`config.mk`:
```
export PLATFORM = sky130hd
export DESIGN_NAME = kluc_front
export DESIGN_NICKNAME = d
export VERILOG_FILES = /design/src/rtl/core/kluc_pkg.sv /design/src/rtl/core/kluc_front.sv
export SDC_FILE = /design/constraint.sdc
export NUM_CORES = 1
export LEC_CHECK = 0
export ABC_AREA = 1
export BUFFER_PORTS_ARGS = -buffer_cell sky130_fd_sc_hd__buf_4
export CAP_MARGIN = 30
export CORE_MARGIN = 4
export CORE_UTILIZATION = 52
export CTS_BUF_LIST = sky130_fd_sc_hd__clkbuf_2 sky130_fd_sc_hd__clkbuf_4 sky130_fd_sc_hd__clkbuf_8
export CTS_CLUSTER_DIAMETER = 100
export DETAILED_ROUTE_END_ITERATION = 8
export PLACE_DENSITY_LB_ADDON = 0.2
export SYNTH_ARGS = -nofsm -noshare
export SYNTH_HDL_FRONTEND = slang
export SYNTH_SLANG_ARGS = --single-unit
```
`constraint.sdc`:
```
create_clock -name i_clk -period 13.5 [get_ports i_clk]
set_input_delay 0 -clock i_clk [delete_from_list [all_inputs] [get_ports i_clk]]
set_output_delay 0 -clock i_clk [all_outputs]
set_load 0.02 [all_outputs]
```
`src/rtl/core/kluc_pkg.sv`:
```
// Shared types and constants for the keyed LRU cache with owner purge.
// Used by kluc_front, kluc_back and the top level; depends on nothing.
package kluc_pkg;

    localparam int unsigned ENTRIES_DEF  = 32;
    localparam int unsigned IN_DATA_W    = 104;
    localparam int unsigned OUT_DATA_W   = 72;
    localparam int unsigned OUT_USER_W   = 3;

    typedef enum logic {
        OP_LOOKUP,
        OP_PURGE
    } t_op;

    typedef enum logic [2:0] {
        K_HIT      = 3'd0,
        K_INSERTED = 3'd1,
        K_FAILED   = 3'd2,
        K_REMOVED  = 3'd3,
        K_NONE     = 3'd4
    } t_kind;

    typedef enum logic [2:0] {
        S_IDLE,
        S_LOOK,
        S_MISS,
        S_SHIFT,
        S_INS,
        S_PURGE
    } t_state;

    typedef struct packed {
        t_op         op;
        logic [31:0] key;
        logic [31:0] owner_id;
        logic [31:0] new_id;
        logic        create_ok;
    } t_item;

    typedef struct packed {
        logic [31:0] key;
        logic [31:0] owner;
        logic [31:0] variant;
        logic [63:0] stamp;
    } t_entry;

    typedef struct packed {
        t_kind       kind;
        logic [31:0] result_id;
        logic        notify;
        logic        evicted_valid;
        logic [31:0] evicted_id;
        logic        last;
    } t_result;

endpackage

```
`src/rtl/core/kluc_front.sv`:
```
// Front end: accepts input beats, classifies them and holds them in a two-slot queue.
// Depends on kluc_pkg.
module kluc_front (
    input  logic                                 i_clk,
    input  logic                                 i_rst_n,
    input  logic                                 i_tvalid,
    output logic                                 o_tready,
    input  logic [kluc_pkg::IN_DATA_W-1:0]       i_tdata,
    input  logic                                 i_tuser,
    output logic                                 o_q_valid,
    output kluc_pkg::t_item                      o_q_item,
    input  logic                                 i_q_pop
);

    kluc_pkg::t_item r_slot [2];
    logic            r_wp;
    logic            r_rp;
    logic [1:0]      r_cnt;
    kluc_pkg::t_item w_item;
    logic            w_push;

    always_comb begin
        w_item.op        = i_tuser ? kluc_pkg::OP_PURGE : kluc_pkg::OP_LOOKUP;
        w_item.key       = i_tdata[31:0];
        w_item.owner_id  = i_tdata[63:32];
        w_item.new_id    = i_tdata[95:64];
        w_item.create_ok = i_tdata[96];
    end

    assign o_tready  = (r_cnt != 2'd2);
    assign w_push    = i_tvalid && o_tready;
    assign o_q_valid = (r_cnt != 2'd0);
    assign o_q_item  = r_slot[r_rp];

    always_ff @(posedge i_clk) begin
        if (w_push) begin
            r_slot[r_wp] <= w_item;
        end
    end

    always_ff @(posedge i_clk) begin
        if (!i_rst_n) begin
            r_wp  <= 1'b0;
            r_rp  <= 1'b0;
            r_cnt <= 2'd0;
        end else begin
            if (w_push) begin
                r_wp <= ~r_wp;
            end
            if (i_q_pop) begin
                r_rp <= ~r_rp;
            end
            r_cnt <= r_cnt + {1'b0, w_push} - {1'b0, i_q_pop};
        end
    end

endmodule

```
# Word level (Yosys, flattened, before mapping)
# Memory sizes are Yosys's and may differ from the RTL's. A register that Yosys moved wholly into a read port is not among the register bits.
# Cells that the tools add are included.
[totals]
output_inout_bits = 100
mem_bits_rw = 196
word_cells = 16
register_bits = 4
mem_count = 1
inputBits = 109
[op_classes]
eq_ne = 1
n_reduce_logical = 2
n_addsub = 2
bitwise = 2
mux = 5
[memory_table]
columns = ["memory", "depth", "width", "read_ports", "rd_ports_with_merged_regs", "wr", "line", "text"]
rows = [
  ["r_slot", 2, 98, 1, 1, 1, "kluc_front.sv:15", "kluc_pkg::t_item r_slot [2];"],
]
[op_table]
columns = ["cell", "count"]
rows = [
  ["two-way mux 1 bit", 5],
  ["adder 2 x 1 -> 2 bit", 1],
  ["inequality test 2 bit (second input constant)", 1],
  ["NOT 1 bit", 2],
  ["nonzero test 2 bit", 1],
  ["subtractor 2 x 1 -> 2 bit", 1],
  ["logical AND 1 bit", 1],
]

# Logic depth before layout (Yosys ltp)
[depth]
depth_word = 4
mapped_depth = 11
depth_no_buf = 11

# Worst setup path before layout
# Ideal clock, no wire load.
[synth_path]
path_type = "register to register"
startpoint = "register r_cnt[0]"
endpoint = "memory r_slot[1][0] (netlist bit), enable pin"
arrival_ps = 4852
path_stages_with_launch = 5
path_slack_ps = 8091
period_less_slack_ps = 5409
path_buffers = 0
path_cell_list = "dfxtp_1 inv_1 nand2_1 nand2_1 nor2_1"
[synth_via]
elab_chain_cells = 4
[synth_lines]
columns = ["item", "line", "text"]
rows = [
  ["from (decl)", "kluc_front.sv:18", "logic [1:0] r_cnt;"],
  ["from (signal assigned)", "kluc_front.sv:53", "r_cnt <= r_cnt + {1'b0, w_push} - {1'b0, i_q_pop};"],
  ["inequality test 2 bit", "kluc_front.sv:30", "assign o_tready = (r_cnt != 2'd2);"],
  ["via o_tready", "kluc_front.sv:7", "output logic o_tready,"],
  ["logical AND 1 bit", "kluc_front.sv:31", "assign w_push = i_tvalid && o_tready;"],
  ["two-way mux 1 bit", "kluc_front.sv:36", "if (w_push) begin"],
  ["two-way mux 1 bit (implied by the code)", "kluc_front.sv:37", "r_slot[r_wp] <= w_item;"],
  ["to (decl)", "kluc_front.sv:15", ""],
]
# The timed path passes the listed nets, and every way through them passes these cells.

# Worst setup path in the final report
[layout_path]
startpoint = "register r_cnt[0]"
endpoint = "memory r_slot[1][11] (netlist bit), enable pin"
[layout_via]
elab_chain_cells = 4
[layout_lines]
columns = ["item", "line"]
rows = [
  ["inequality test 2 bit", "kluc_front.sv:30"],
  ["logical AND 1 bit", "kluc_front.sv:31"],
  ["two-way mux 1 bit", "kluc_front.sv:36"],
  ["two-way mux 1 bit (implied by the code)", "kluc_front.sv:37"],
]
# No other way between the ends.

==> flow_metrics.tcl <==
set metrics [dict create \
    library_cell_appearing_most_often_on_the_critical_path "sky130_fd_sc_hd__nand2_1" \
    nets_final 779 \
    finalClockSkew_ps 7.92 \
    grt_first_pass_wirelength_um 24600 \
    rsz_0062_raised_after_global_routing "false" \
    timing_max_transition_violations_final 0 \
    setup_ws_ps 10730 \
    dr_total_vias 4226 \
    design.die.area_mm2 0.0161 \
    core_area_mm2 0.0139 \
    wl_per_cell_um 18.1 \
    cts_clk_pin_slew_worst_paths_ps 60 \
    totalWireLength_um 15700 \
    multi_input_gate_area_in_the_final_layout_mm2 0.00129 \
    cts.htree.levels 2 \
    post-place-ws_ps 10710 \
    synth-compound-area-share 0.00136 \
    crit_path_start_kind "flop" \
    slew_headroom 0.363 \
    maxCapViolCount 0 \
    synth.avg_cell_area_um2 21.9 \
    ys_types 14 \
    critical-path-slowest-cell "sky130_fd_sc_hd__buf_4" \
    post-cts-setup-buffers 0 \
    largest_net_degree_at_the_start_of_global_routing 72 \
    post_synth_and_or_nand_nor_area_fraction 0.00798 \
    groute.usage.overall 0.194 \
    hold_viol 0 \
    die_w_um 127 \
    static-leakage-power_nw 4.15 \
    finalCritPeriodShare 0.205 \
    max_stage_delay_ps 860 \
    yosys.area_share.xor_xnor 0.00238 \
    grt-ovfl-total 0 \
    max_freq_mhz 361 \
    pwr_density_cell_mw_per_mm2 143 \
    diodes_inserted 0 \
    worstPathArrival_ps 2880 \
    areaGrowthSynthToFinish_pct 45.8 \
    synth_warnings 0 \
    worst-setup-path-type "flop to flop" \
    syn-instance-count 337 \
    floorplan.rows 43 \
    tightest_slew_ps 956 \
    timing.critical_path.to_type "flop" \
    ys_seq_area_frac 0.812 \
    drive_above_1_share 0.515 \
    root_buffer "sky130_fd_sc_hd__clkbuf_8" \
    timing.final.crit_period_ps 2770 \
    proportion_of_synthesized_area_in_mux_cells 0.160 \
    synth.net_count 447 \
    vias_in_the_first_global_route 4855 \
    cts-buffers-inserted 34 \
    area.sequential_mm2 0.00599 \
    drc_marker_count_from_the_first_detailed_route_iteration 257 \
    crit_path_cell_trace "inv_1 -> nand2_1 -> nand2_1 -> nor2_4 -> buf_4" \
    fin_total_pwr_w 0.00154 \
    initial_utilization 0.531 \
    setup-violations-final 0 \
    netlist_area_mm2 0.00737 \
    hpwlAfterDp_um 8800 \
    post_route_drc 0 \
    tritoncts "done" \
    final.hold.worst_slack_ps 238 \
    num-fill-cells 773 \
    synthAdderAreaFrac 0.00170 \
    io_pins 209 \
    cts.path.max_buffers 3 \
    vias_per_cell 4.85 \
    cts_num_sinks 201 \
    post_cts_resized 0 \
    min-delay-path-class "input pin to flop" \
    outcome "finished, final reports clean" \
    portBuffers 201 \
    power.ir.vdd_worst_mv 0.114 \
    fin_tns_setup_ps 0 \
    post_synthesis_sequential_element_count 201 \
    fp.dieH_um 127 \
    cp_data_required_time_ps 13610 \
    critPathMaxFanout 70 \
    synth_top_family_by_area "multiplexers" \
    drt_pre_antenna_iters 4 \
    drt.antenna.violating_nets 0 \
    globalplace.congestion 0.727 \
    worstSkewPairLatency_ps 490 \
    antenna_found_initial 0 \
]
[through the flow]
stage | util | cell area (µm²) | std cells
finish | 0.774 | 10700 | 871
detailed placement | 0.653 | 9060 | 710
global placement | 0.653 | 9060 | 710
floorplan | - | 7370 | 337
CTS | 0.772 | 10700 | 870
global route | 0.774 | 10700 | 871
[critical path: cells and delay by family (launching register included)]
kind | cells | cell delay (ps)
AND/OR/NAND/NOR | 3 | 1050
flip-flops | 1 | 350
buffers and inverters | 2 | 920
[cells in the mapped netlist]
| cell type | n | area, µm² |
|---|---|---|
| sky130_fd_sc_hd__dfxtp_1 | 5 | 100 |
| sky130_fd_sc_hd__mux2_2 | 78 | 878 |
| sky130_fd_sc_hd__nor3_1 | 1 | 5.00 |
| sky130_fd_sc_hd__a21oi_1 | 2 | 10.0 |
| sky130_fd_sc_hd__xnor2_1 | 2 | 17.5 |
| sky130_fd_sc_hd__ha_1 | 1 | 12.5 |
| sky130_fd_sc_hd__mux2_4 | 20 | 300 |
| sky130_fd_sc_hd__inv_1 | 7 | 26.3 |
| sky130_fd_sc_hd__nor2_1 | 4 | 15.0 |
| sky130_fd_sc_hd__buf_2 | 7 | 35.0 |
| sky130_fd_sc_hd__edfxtp_1 | 196 | 5890 |
| sky130_fd_sc_hd__nand3_1 | 1 | 5.00 |
| sky130_fd_sc_hd__nand2_1 | 9 | 33.8 |
| sky130_fd_sc_hd__buf_6 | 4 | 45.0 |
[cell usage in the layout, fill, tap and decap left out]
cell type and n:
sky130_fd_sc_hd__clkbuf_4 12, sky130_fd_sc_hd__dfxtp_4 1, sky130_fd_sc_hd__buf_16 1, sky130_fd_sc_hd__dfxtp_1 4, sky130_fd_sc_hd__a21oi_1 2, sky130_fd_sc_hd__ha_1 1, sky130_fd_sc_hd__nor2_1 2, sky130_fd_sc_hd__buf_4 204
sky130_fd_sc_hd__clkbuf_8 37, sky130_fd_sc_hd__mux2_4 20, sky130_fd_sc_hd__inv_1 7, sky130_fd_sc_hd__clkinv_1 8, sky130_fd_sc_hd__mux2_2 78, sky130_fd_sc_hd__nand3_1 1, sky130_fd_sc_hd__nor2_4 2, sky130_fd_sc_hd__nor3_1 1
sky130_fd_sc_hd__xnor2_1 2, sky130_fd_sc_hd__edfxtp_1 196, sky130_fd_sc_hd__nand2_1 9, sky130_fd_sc_hd__dlygate4sd3_1 102, sky130_fd_sc_hd__clkinv_2 1
[routing by layer]
layer,GRT usage,up-vias,part of all wire
met2,0.333,169,0.51
met1,0.229,2040,0.38
met4,0.0757,0,0.023
met3,0.0623,32,0.079
met5,0,-,0
li1,-,1985,-
[final timing paths]
kind / from / to / slack, ps / cells after the start
setup / recovery: r_cnt[0] / r_slot[1][11] / 10730 / 5
hold / removal: i_tdata[75] / r_slot[1][12] / 240 / 2
setup reg to reg: r_cnt[0] / r_slot[1][11] / 10730 / 5
hold reg to reg: r_rp / flop / 550 / 2
[logic make-up (layout without fill, tap and decap cells)]
logic type / count (synthesis) / after routing
DFF: 201 / 201
muxes: 98 / 98
buffers and inverters: 18 / 372
and+or+nand+nor: 15 / 15
AOI/OAI and AO/OA: 2 / 2
xor gates and xnor gates: 2 / 2
adders and majority gates: 1 / 1
[layout make-up]
| cell class | count | area share |
|---|---|---|
| Tap cell | 180 | 0.0210 |
| Clock buffer | 49 | 0.0558 |
| Multi-Input combinational cell | 118 | 0.120 |
| Inverter | 7 | 0.00244 |
| Clock inverter | 9 | 0.00326 |
| Timing Repair Buffer | 307 | 0.240 |
| Sequential cell | 201 | 0.557 |
[repair_timing]
| action | in CTS | in global routing |
|---|---|---|
| endpoints found under the hold margin | 201 | 0 |
| hold buffers | 102 | 0 |
| endpoints found under the setup margin | 0 | 0 |
[where the power goes]
group / switching (W) / internal [W] / total [W]
clock network: 0.000218 / 0.000283 / 0.000501
registers: 0.0000169 / 0.000747 / 0.000764
logic: 0.000138 / 0.000135 / 0.000273
total: 0.000373 / 0.00116 / 0.00154
[flip-flops by register name (all words and copies together) (netlist names), named ones only]
register / cells
r_slot: 196
r_wp: 1
r_rp: 1
r_cnt: 2
Power figures use the tool's default switching activity.
